===== src/rtl/core/pci_pkg.sv =====
// Shared constants, register codes and word types for the clamped-integrator PID block.
package pci_pkg;

  localparam int ERROR_BITS     = 16;
  localparam int GAIN_FRAC_BITS = 8;

  localparam int GAIN_W  = 16;
  localparam int LIMIT_W = 24;
  localparam int DRIVE_W = 25;

  localparam int PROD_W  = ERROR_BITS + GAIN_W;
  localparam int DIFF_W  = ERROR_BITS + 1;
  localparam int DPROD_W = DIFF_W + GAIN_W;
  localparam int ACC_W   = LIMIT_W + GAIN_FRAC_BITS;
  localparam int ISUM_W  = ((ACC_W > PROD_W) ? ACC_W : PROD_W) + 1;

  localparam int TERM_W0 = (ACC_W > PROD_W) ? ACC_W : PROD_W;
  localparam int TERM_W  = (TERM_W0 > DPROD_W) ? TERM_W0 : DPROD_W;
  localparam int SUM_W   = (TERM_W + 2 > DRIVE_W) ? TERM_W + 2 : DRIVE_W + 1;

  localparam longint DRIVE_MAX = (64'sd1 <<< (DRIVE_W - 1)) - 64'sd1;
  localparam longint DRIVE_MIN = -(64'sd1 <<< (DRIVE_W - 1));

  localparam int MID_DEPTH = 4;
  localparam int MID_AW    = $clog2(MID_DEPTH);
  localparam int OUT_DEPTH = 2;
  localparam int OUT_AW    = $clog2(OUT_DEPTH);

  localparam int REG_COUNT = 5;
  localparam int REG_IDX_W = $clog2(REG_COUNT);
  localparam int PADDR_W   = REG_IDX_W + 2;
  localparam int PDATA_W   = 32;

  typedef enum logic [REG_IDX_W-1:0] {
    REG_GAIN_P = REG_IDX_W'(0),
    REG_GAIN_I = REG_IDX_W'(1),
    REG_GAIN_D = REG_IDX_W'(2),
    REG_UPPER  = REG_IDX_W'(3),
    REG_LOWER  = REG_IDX_W'(4)
  } reg_idx_t;

  typedef struct packed {
    logic signed [GAIN_W-1:0]  gain_p;
    logic signed [GAIN_W-1:0]  gain_i;
    logic signed [GAIN_W-1:0]  gain_d;
    logic signed [LIMIT_W-1:0] integral_upper;
    logic signed [LIMIT_W-1:0] integral_lower;
  } cfg_t;

  // One classified word between front and back.
  typedef struct packed {
    logic signed [PROD_W-1:0] p_term;
    logic signed [PROD_W-1:0] i_prod;
    logic signed [DIFF_W-1:0] diff;
    logic                     d_en;
    logic                     restart;
  } mid_entry_t;

endpackage


===== src/rtl/core/pci_front.sv =====
// Front end: accepts error words, forms P and I products and the error difference.
module pci_front (
  input  logic                                     clk,
  input  logic                                     rst,
  input  logic                                     push,
  input  logic signed [pci_pkg::ERROR_BITS-1:0]    error_sample,
  input  logic                                     restart,
  input  pci_pkg::cfg_t                            cfg,
  input  logic                                     q_full,
  output logic                                     q_wr,
  output pci_pkg::mid_entry_t                      q_wdata,
  output logic                                     full
);
  import pci_pkg::*;

  logic signed [ERROR_BITS-1:0] prev_error;
  logic                         started;
  logic signed [ERROR_BITS-1:0] prev_eff;
  logic                         accept;

  assign full   = q_full;
  assign accept = push && !q_full;
  assign q_wr   = accept;

  always_comb begin
    // a restart word sees a cleared history
    prev_eff          = restart ? '0 : prev_error;
    q_wdata.p_term    = $signed(cfg.gain_p) * error_sample;
    q_wdata.i_prod    = $signed(cfg.gain_i) * error_sample;
    q_wdata.diff      = error_sample - prev_eff;
    q_wdata.d_en      = started && !restart;
    q_wdata.restart   = restart;
  end

  always_ff @(posedge clk) begin
    if (rst) begin
      prev_error <= '0;
      started    <= 1'b0;
    end else if (accept) begin
      prev_error <= error_sample;
      started    <= 1'b1;
    end
  end

endmodule


===== src/rtl/core/pci_queue.sv =====
// Short queue of classified words between front and back.
module pci_queue (
  input  logic                clk,
  input  logic                rst,
  input  logic                wr,
  input  pci_pkg::mid_entry_t wdata,
  input  logic                rd,
  output pci_pkg::mid_entry_t rdata,
  output logic                q_full,
  output logic                q_empty
);
  import pci_pkg::*;

  mid_entry_t          mem [MID_DEPTH];
  logic [MID_AW-1:0]   wr_ptr;
  logic [MID_AW-1:0]   rd_ptr;
  logic [MID_AW:0]     count;

  assign q_full  = (count == (MID_AW + 1)'(MID_DEPTH));
  assign q_empty = (count == '0);
  assign rdata   = mem[rd_ptr];

  always_ff @(posedge clk) begin
    if (wr) begin
      mem[wr_ptr] <= wdata;
    end
  end

  always_ff @(posedge clk) begin
    if (rst) begin
      wr_ptr <= '0;
      rd_ptr <= '0;
      count  <= '0;
    end else begin
      if (wr) begin
        wr_ptr <= wr_ptr + 1'b1;
      end
      if (rd) begin
        rd_ptr <= rd_ptr + 1'b1;
      end
      if (wr && !rd) begin
        count <= count + 1'b1;
      end else if (rd && !wr) begin
        count <= count - 1'b1;
      end
    end
  end

endmodule


===== src/rtl/core/pci_back.sv =====
// Back end: clamped integrator, derivative product, drive sum and result queue.
module pci_back (
  input  logic                                  clk,
  input  logic                                  rst,
  input  pci_pkg::cfg_t                         cfg,
  input  pci_pkg::mid_entry_t                   q_rdata,
  input  logic                                  q_empty,
  output logic                                  q_rd,
  input  logic                                  pop,
  output logic                                  empty,
  output logic signed [pci_pkg::DRIVE_W-1:0]    drive
);
  import pci_pkg::*;

  logic signed [ACC_W-1:0]   integral_acc;
  logic signed [ACC_W-1:0]   acc_base;
  logic signed [ACC_W-1:0]   acc_next;
  logic signed [ISUM_W-1:0]  acc_sum;
  logic signed [ISUM_W-1:0]  acc_clip;
  logic signed [ISUM_W-1:0]  lim_hi;
  logic signed [ISUM_W-1:0]  lim_lo;
  logic signed [DPROD_W-1:0] d_next;

  logic                      s1_valid;
  logic signed [PROD_W-1:0]  s1_p;
  logic signed [ACC_W-1:0]   s1_acc;
  logic signed [DPROD_W-1:0] s1_d;

  logic signed [SUM_W-1:0]   total;
  logic signed [SUM_W-1:0]   shifted;
  logic signed [SUM_W-1:0]   drive_hi;
  logic signed [SUM_W-1:0]   drive_lo;
  logic signed [DRIVE_W-1:0] drive_next;

  logic signed [DRIVE_W-1:0] out_mem [OUT_DEPTH];
  logic [OUT_AW-1:0]         out_wr;
  logic [OUT_AW-1:0]         out_rd;
  logic [OUT_AW:0]           out_cnt;

  logic pop_fire;
  logic o_space;
  logic s1_go;
  logic s1_free;

  assign pop_fire = pop && !empty;
  assign o_space  = (out_cnt != (OUT_AW + 1)'(OUT_DEPTH)) || pop_fire;
  assign s1_go    = s1_valid && o_space;
  assign s1_free  = !s1_valid || s1_go;
  assign q_rd     = !q_empty && s1_free;

  assign empty = (out_cnt == '0);
  assign drive = out_mem[out_rd];

  // integrator update for the word at the queue head
  always_comb begin
    acc_base = q_rdata.restart ? '0 : integral_acc;
    lim_hi   = ISUM_W'($signed(cfg.integral_upper)) <<< GAIN_FRAC_BITS;
    lim_lo   = ISUM_W'($signed(cfg.integral_lower)) <<< GAIN_FRAC_BITS;
    acc_sum  = acc_base + $signed(q_rdata.i_prod);
    acc_clip = acc_sum;
    // upper limit first, then lower: crossed limits settle on the lower one
    if (acc_clip > lim_hi) begin
      acc_clip = lim_hi;
    end
    if (acc_clip < lim_lo) begin
      acc_clip = lim_lo;
    end
    if (cfg.gain_i != '0) begin
      acc_next = ACC_W'(acc_clip);
    end else begin
      acc_next = acc_base;
    end
    if (q_rdata.d_en) begin
      d_next = $signed(cfg.gain_d) * $signed(q_rdata.diff);
    end else begin
      d_next = '0;
    end
  end

  // sum, floor shift, saturate
  always_comb begin
    drive_hi = SUM_W'(DRIVE_MAX);
    drive_lo = SUM_W'(DRIVE_MIN);
    total    = s1_p + s1_acc + s1_d;
    shifted  = total >>> GAIN_FRAC_BITS;
    if (shifted > drive_hi) begin
      drive_next = DRIVE_W'(DRIVE_MAX);
    end else if (shifted < drive_lo) begin
      drive_next = DRIVE_W'(DRIVE_MIN);
    end else begin
      drive_next = DRIVE_W'(shifted);
    end
  end

  always_ff @(posedge clk) begin
    if (rst) begin
      integral_acc <= '0;
      s1_valid     <= 1'b0;
    end else begin
      if (q_rd) begin
        integral_acc <= acc_next;
        s1_valid     <= 1'b1;
      end else if (s1_go) begin
        s1_valid     <= 1'b0;
      end
    end
  end

  always_ff @(posedge clk) begin
    if (q_rd) begin
      s1_p   <= $signed(q_rdata.p_term);
      s1_acc <= acc_next;
      s1_d   <= d_next;
    end
  end

  always_ff @(posedge clk) begin
    if (s1_go) begin
      out_mem[out_wr] <= drive_next;
    end
  end

  always_ff @(posedge clk) begin
    if (rst) begin
      out_wr  <= '0;
      out_rd  <= '0;
      out_cnt <= '0;
    end else begin
      if (s1_go) begin
        out_wr <= out_wr + 1'b1;
      end
      if (pop_fire) begin
        out_rd <= out_rd + 1'b1;
      end
      if (s1_go && !pop_fire) begin
        out_cnt <= out_cnt + 1'b1;
      end else if (pop_fire && !s1_go) begin
        out_cnt <= out_cnt - 1'b1;
      end
    end
  end

endmodule


===== src/rtl/core/pid_clamped_integrator.sv =====
// Top level of the clamped-integrator PID block: register file and front/queue/back wiring.
//
//   channel   handshake               payload
//   --------  ----------------------  -----------------------------
//   input     push / full             error_sample, restart
//   result    pop / empty             drive
//   config    psel penable pwrite     paddr, pwdata, prdata, pready
//
// One word is accepted every clock while full is low; the only loop is the integrator
// add-and-clamp in the back end, which closes through the integrator register alone.
// On its way to the result ports a word passes the queue, the back-end stage register and the result queue.
// A four-word queue parts front from back, and a two-word result queue parts
// the back from the consumer, so either side may stall without stopping the other.
// Synchronous reset clears control state, the integrator and the derivative history.
module pid_clamped_integrator (
  input  logic                                    clk,
  input  logic                                    rst,
  input  logic                                    push,
  output logic                                    full,
  input  logic signed [pci_pkg::ERROR_BITS-1:0]   error_sample,
  input  logic                                    restart,
  output logic                                    empty,
  input  logic                                    pop,
  output logic signed [pci_pkg::DRIVE_W-1:0]      drive,
  input  logic                                    psel,
  input  logic                                    penable,
  input  logic                                    pwrite,
  input  logic [pci_pkg::PADDR_W-1:0]             paddr,
  input  logic [pci_pkg::PDATA_W-1:0]             pwdata,
  output logic [pci_pkg::PDATA_W-1:0]             prdata,
  output logic                                    pready
);
  import pci_pkg::*;

  cfg_t       cfg;
  logic       cfg_wr;
  reg_idx_t   reg_idx;
  logic       q_wr;
  logic       q_rd;
  logic       q_full;
  logic       q_empty;
  mid_entry_t q_wdata;
  mid_entry_t q_rdata;

  assign pready  = 1'b1;
  assign cfg_wr  = psel && penable && pwrite && pready;
  assign reg_idx = reg_idx_t'(paddr[PADDR_W-1:2]);

  always_ff @(posedge clk) begin
    if (rst) begin
      cfg.gain_p         <= GAIN_W'(256);
      cfg.gain_i         <= GAIN_W'(2560);
      cfg.gain_d         <= '0;
      cfg.integral_upper <= LIMIT_W'(65535);
      cfg.integral_lower <= LIMIT_W'(-65535);
    end else if (cfg_wr) begin
      case (reg_idx)
        REG_GAIN_P: cfg.gain_p         <= pwdata[GAIN_W-1:0];
        REG_GAIN_I: cfg.gain_i         <= pwdata[GAIN_W-1:0];
        REG_GAIN_D: cfg.gain_d         <= pwdata[GAIN_W-1:0];
        REG_UPPER:  cfg.integral_upper <= pwdata[LIMIT_W-1:0];
        REG_LOWER:  cfg.integral_lower <= pwdata[LIMIT_W-1:0];
        default: begin
          // drop writes past the register list
        end
      endcase
    end
  end

  always_comb begin
    case (reg_idx)
      REG_GAIN_P: prdata = PDATA_W'($signed(cfg.gain_p));
      REG_GAIN_I: prdata = PDATA_W'($signed(cfg.gain_i));
      REG_GAIN_D: prdata = PDATA_W'($signed(cfg.gain_d));
      REG_UPPER:  prdata = PDATA_W'($signed(cfg.integral_upper));
      REG_LOWER:  prdata = PDATA_W'($signed(cfg.integral_lower));
      default:    prdata = '0;
    endcase
  end

  pci_front u_front (
    .clk          (clk),
    .rst          (rst),
    .push         (push),
    .error_sample (error_sample),
    .restart      (restart),
    .cfg          (cfg),
    .q_full       (q_full),
    .q_wr         (q_wr),
    .q_wdata      (q_wdata),
    .full         (full)
  );

  pci_queue u_queue (
    .clk     (clk),
    .rst     (rst),
    .wr      (q_wr),
    .wdata   (q_wdata),
    .rd      (q_rd),
    .rdata   (q_rdata),
    .q_full  (q_full),
    .q_empty (q_empty)
  );

  pci_back u_back (
    .clk     (clk),
    .rst     (rst),
    .cfg     (cfg),
    .q_rdata (q_rdata),
    .q_empty (q_empty),
    .q_rd    (q_rd),
    .pop     (pop),
    .empty   (empty),
    .drive   (drive)
  );

endmodule


===== config.mk =====
export PLATFORM = sky130hd
export DESIGN_NAME = pid_clamped_integrator
export DESIGN_NICKNAME = d
export VERILOG_FILES = /design/src/rtl/core/pci_pkg.sv /design/src/rtl/core/pci_front.sv /design/src/rtl/core/pci_queue.sv /design/src/rtl/core/pci_back.sv /design/src/rtl/core/pid_clamped_integrator.sv
export SDC_FILE = /design/constraint.sdc
export NUM_CORES = 2
export LEC_CHECK = 0
export ABC_CLOCK_PERIOD_IN_PS = 24600
export BUFFER_PORTS_ARGS = -buffer_cell sky130_fd_sc_hd__buf_2
export CORE_ASPECT_RATIO = 0.8
export CORE_UTILIZATION = 35
export DETAILED_ROUTE_END_ITERATION = 10
export PLACE_DENSITY = 0.55
export SETUP_SLACK_MARGIN = 0.4
export SKIP_LAST_GASP = 1
export SLEW_MARGIN = 20
export SYNTH_ARGS = -nofsm -noshare
export SYNTH_HDL_FRONTEND = slang
export SYNTH_SLANG_ARGS = --single-unit

===== constraint.sdc =====
create_clock -name clk -period 24.6 [get_ports clk]
set_input_delay 0 -clock clk [delete_from_list [all_inputs] [get_ports clk]]
set_output_delay 0 -clock clk [all_outputs]
set_load 0.02 [all_outputs]

==> results <==
- Clock-pin slew was measured on the worst setup and hold paths at 0.06 ns.
- IR analysis of the VDD net gives a maximum drop of 122.3 uV.
- The post-synthesis net count is 6946.
- The post-synthesis cell type count is 79.
- Data arrives at the worst endpoint at 11.74 ns.
- After detailed routing, the number of remaining DRC violations is 0.
- In this run, the number of DRC markers left after iteration 0 of detailed routing was 2969.
- The initial antenna violation count was 10.
- The first detailed-routing pass took 6 iterations.
- The all-layer global routing usage is 19.45%.
- In this run the static leakage power is 26.74 nW.
- The root buffer cell chosen for the clock tree is sky130_fd_sc_hd__clkbuf_16.
- The post-detailed-route via-to-cell ratio is 5.058.
- The cell with the largest stage delay on the worst path is sky130_fd_sc_hd__mux4_2.
- The filler-free cell count of the finished design is 7995.
- Setup violations remaining at the end of the flow were counted as 0.
- The final max-slew violation count is 0.
- Counting I/O delays and the setup requirement, the final critical path takes 11.36 ns.
- The routed length on met2 is 72910 um.
- After detailed routing, the wire length on met1 is 80620 um.
- Entering global routing, the biggest net connects 73 pins.
- The worst setup path is of the register to register kind.
- STA classifies the critical path startpoint as a register.
- The layout overhead on the synthesized area is 9.487%.
- The net count of the finished layout is 6950.
- The post-synthesis instance area is 59860 sq um.
- The highest metal layer with signal wires is met4.
- The number of synthesized register bits is 639.
- The worst pin sits at a relative slew slack of 22.26%.
- In this run the remaining antenna-violating nets after routing total 0.
- The number of maximum-capacitance constraint violations is 0.
- Once the floorplan was initialized, standard cells occupied 35.30% of the core.
- The total via count after detailed routing is 40.44k.
- The total CTS buffers is 73.
- In this run the worst path has a maximum fanout of 33.
- In this run the power density over the cells is 96.92 nW/um^2.
- The floorplan die width is 464.4 um.
- Buffers placed on the I/O ports in this run total 109.
- Global routing finished with a remaining overflow of 0.
- The number of H-tree levels is 3.
- Dividing the synthesized area by the synthesized cell count gives 10.56 sq um.
- The CTS tree is yes.
- Routability-driven placement finished with a final weighted congestion of 0.9055.
- The highest attainable clock frequency is 0.08806 GHz.
- In this run, placement finished with an instance count of 7818.
- Sequential elements use 29.38% of the synthesized area.
- The wire length reported by the detailed router is 166100 um.
- The primary flip-flop cell chosen by synthesis mapping is sky130_fd_sc_hd__edfxtp_1.
- The async set or reset register ratio after synthesis is 0%.
- The die outline area is 172700 sq um.
- The number of gates resized after CTS was 0.
- Among cell families on the critical path, the largest total delay comes from compound AO/OA/AOI/OAI gates.
- The path class of the tightest hold or removal check is input port to register.
- The y dimension of the die is 371.9 um.
- The first-pass GRT wire length is 256500 um.
- The warning count from the yosys run is 0.
- The core footprint is 169600 sq um.
- The via count of the first global-routing pass is 41.43k.
- For this design the top-level I/O count stands at 121.
- The share of layout cells above drive strength 1 is 8.060%.
- In this design, the stage delay of the slowest critical-path cell is 0.93 ns.
- The amount of wire on met3 after detailed routing is 10140 um.
- Setup repair after global routing left no endpoint under its margin.
- The portion of the clock cycle consumed by the worst path in the final layout is 46.16%.
- The number of setup buffers added after CTS is 0.
- The cell occurring most often along the worst timing path is sky130_fd_sc_hd__ha_1.
- For the worst setup path, the data required time is 24.98 ns.
- In this run the deepest clock path goes through 3 buffers.
- At the later pin of the worst-skew pair, clock insertion delay measures 0.65 ns.
- The worst-case clock skew is 0.02658 ns.
- The hold-fix buffer count after cts is 38.
- The transition time of the tightest slew-check pin is 1.165 ns.
- The wire-length estimate of the detail-placed layout is 126000 um.
- Setup total negative slack on the finished layout was measured at 0 ns.
- The number of buffers and inverters on the critical path is 2.
- The initialized floorplan defines 135 standard-cell rows.
- The run finished with clean final reports.
- Counting flops with a built-in enable in the synthesized netlist gives 479.
- The worst setup path is captured at a register.
- The clock sink count is 639.
- The per-cell routed wire length is 20.78 um.
- Synthesis produced 5667 cells.
- The final count of hold timing violations is 0.
[worst paths after layout]
path	start	end	slack, ns	depth (start not counted)
setup / recovery	register	u_back.s1_acc[30]$_DFFE_PP_	13.24	33
setup reg to reg	register	u_back.s1_acc[30]$_DFFE_PP_	13.24	33
hold reg to reg	u_front.prev_error[0]$_SDFFE_PP0P_	u_front.prev_error[0]$_SDFFE_PP0P_	0.45	2
hold / removal	error_sample[4]	u_front.prev_error[4]$_SDFFE_PP0P_	0.08	3
[cells by family (layout without fill, tap and decap cells)]
| family | Yosys count | after routing | share of synthesized area, % |
|---|---|---|---|
| AOI/OAI and AO/OA | 707 | 707 | 7.717 |
| xor gates and xnor gates | 162 | 162 | 2.370 |
| adders and majority gates | 1218 | 1218 | 35.93 |
| buffers and inverters | 1213 | 1278 | 7.702 |
| DFF | 639 | 639 | 29.38 |
| muxes | 154 | 154 | 4.408 |
| other | 1 | 4 | 0.006264 |
| and+or+nand+nor | 1573 | 1573 | 12.49 |
[layout make-up]
type / count / area [sq um]
Fill cell: 16650 / 104000
Multi-Input combinational cell: 3815 / 37710
Sequential cell: 639 / 17600
Inverter: 931 / 3497
Tap cell: 2260 / 2828
Clock buffer: 91 / 1966
Timing Repair Buffer: 211 / 1409
Clock inverter: 45 / 533.0
Antenna cell: 3 / 7.507
[synth_stat cells, types with 40 or more instances]
cell | count | share of area [%]
sky130_fd_sc_hd__inv_1 | 931 | 5.8
sky130_fd_sc_hd__fa_1 | 835 | 28
sky130_fd_sc_hd__nand2_1 | 744 | 4.7
sky130_fd_sc_hd__edfxtp_1 | 479 | 24
sky130_fd_sc_hd__ha_1 | 383 | 8.0
sky130_fd_sc_hd__and2_1 | 311 | 3.3
sky130_fd_sc_hd__clkbuf_1 | 238 | 1.5
sky130_fd_sc_hd__a21oi_1 | 213 | 1.8
sky130_fd_sc_hd__nor2_1 | 192 | 1.2
sky130_fd_sc_hd__dfxtp_1 | 160 | 5.4
sky130_fd_sc_hd__o21ai_0 | 129 | 1.1
sky130_fd_sc_hd__xnor2_1 | 112 | 1.6
sky130_fd_sc_hd__mux4_2 | 82 | 3.1
sky130_fd_sc_hd__nand2b_1 | 82 | 0.86
sky130_fd_sc_hd__a21o_1 | 63 | 0.79
sky130_fd_sc_hd__mux2_2 | 57 | 1.1
sky130_fd_sc_hd__nor2b_1 | 57 | 0.60
sky130_fd_sc_hd__xor2_1 | 50 | 0.73
sky130_fd_sc_hd__o21a_1 | 42 | 0.53
sky130_fd_sc_hd__nor3_1 | 40 | 0.33
[worst reg2reg max path, delay by kind of cell, from the launching register on]
family	cells	cell delay, ns
XOR/XNOR	1	0.25
buffers and inverters	2	0.61
adder cells (fa/ha/maj)	4	1.44
AO/OA/AOI/OAI	13	3.89
AND/OR/NAND/NOR	11	2.77
multiplexers	2	1.34
flip-flops	1	0.78
[flip-flops by register name (all words and copies together) (netlist names), named ones only]
signal / flops
u_queue.mem: 332
cfg: 96
u_back.out_mem: 50
u_back.s1_d: 33
u_back.integral_acc: 32
u_back.s1_acc: 32
u_back.s1_p: 32
u_front.prev_error: 16
u_queue.count: 3
u_back.out_cnt: 2
u_queue.rd_ptr: 2
u_queue.wr_ptr: 2
u_back.out_rd: 1
u_back.out_wr: 1
u_back.s1_valid: 1
u_front.started: 1
[power by group]
group	switching [mW]	internal (mW)
Combinational	2.16	1.20
Clock	0.469	0.661
Sequential	0.161	1.70
Total	2.79	3.56
[per-layer routing]
metal,vias up,GRT usage [%]
met5,-,0
li1,18410,-
met1,20830,29.36
met3,144,2.582
met2,1063,29.83
met4,0,3.623
[stage by stage]
step | setup WS [ns] | area, sq um | utilization (%) | power, mW | hold slack [ns]
finish | 13.24 | 65540 | 38.65 | 6.352 | 0.07644
global route | 12.85 | 65530 | 38.64 | 6.764 | 0.08717
CTS | 13.39 | 65530 | 38.64 | 6.409 | 0.01969
detailed placement | 13.46 | 62650 | 36.94 | 5.246 | 0.2264
global placement | 13.48 | 62650 | 36.94 | 5.186 | 0.2177
floorplan | 15.33 | 59860 | - | 4.134 | 0.09887
[cell usage in the layout, fill, tap and decap left out, types with 74 or more instances in the layout]
master                        n
sky130_fd_sc_hd__inv_1      930
sky130_fd_sc_hd__fa_1       835
sky130_fd_sc_hd__nand2_1    744
sky130_fd_sc_hd__edfxtp_1   479
sky130_fd_sc_hd__ha_1       383
sky130_fd_sc_hd__and2_1     307
sky130_fd_sc_hd__a21oi_1    212
sky130_fd_sc_hd__nor2_1     191
sky130_fd_sc_hd__dfxtp_1    157
sky130_fd_sc_hd__o21ai_0    129
sky130_fd_sc_hd__xnor2_1    112
sky130_fd_sc_hd__buf_2      108
sky130_fd_sc_hd__nand2b_1    82
sky130_fd_sc_hd__mux4_2      82
sky130_fd_sc_hd__clkbuf_16   74
Note: power is estimated with default switching activity, not from simulation.
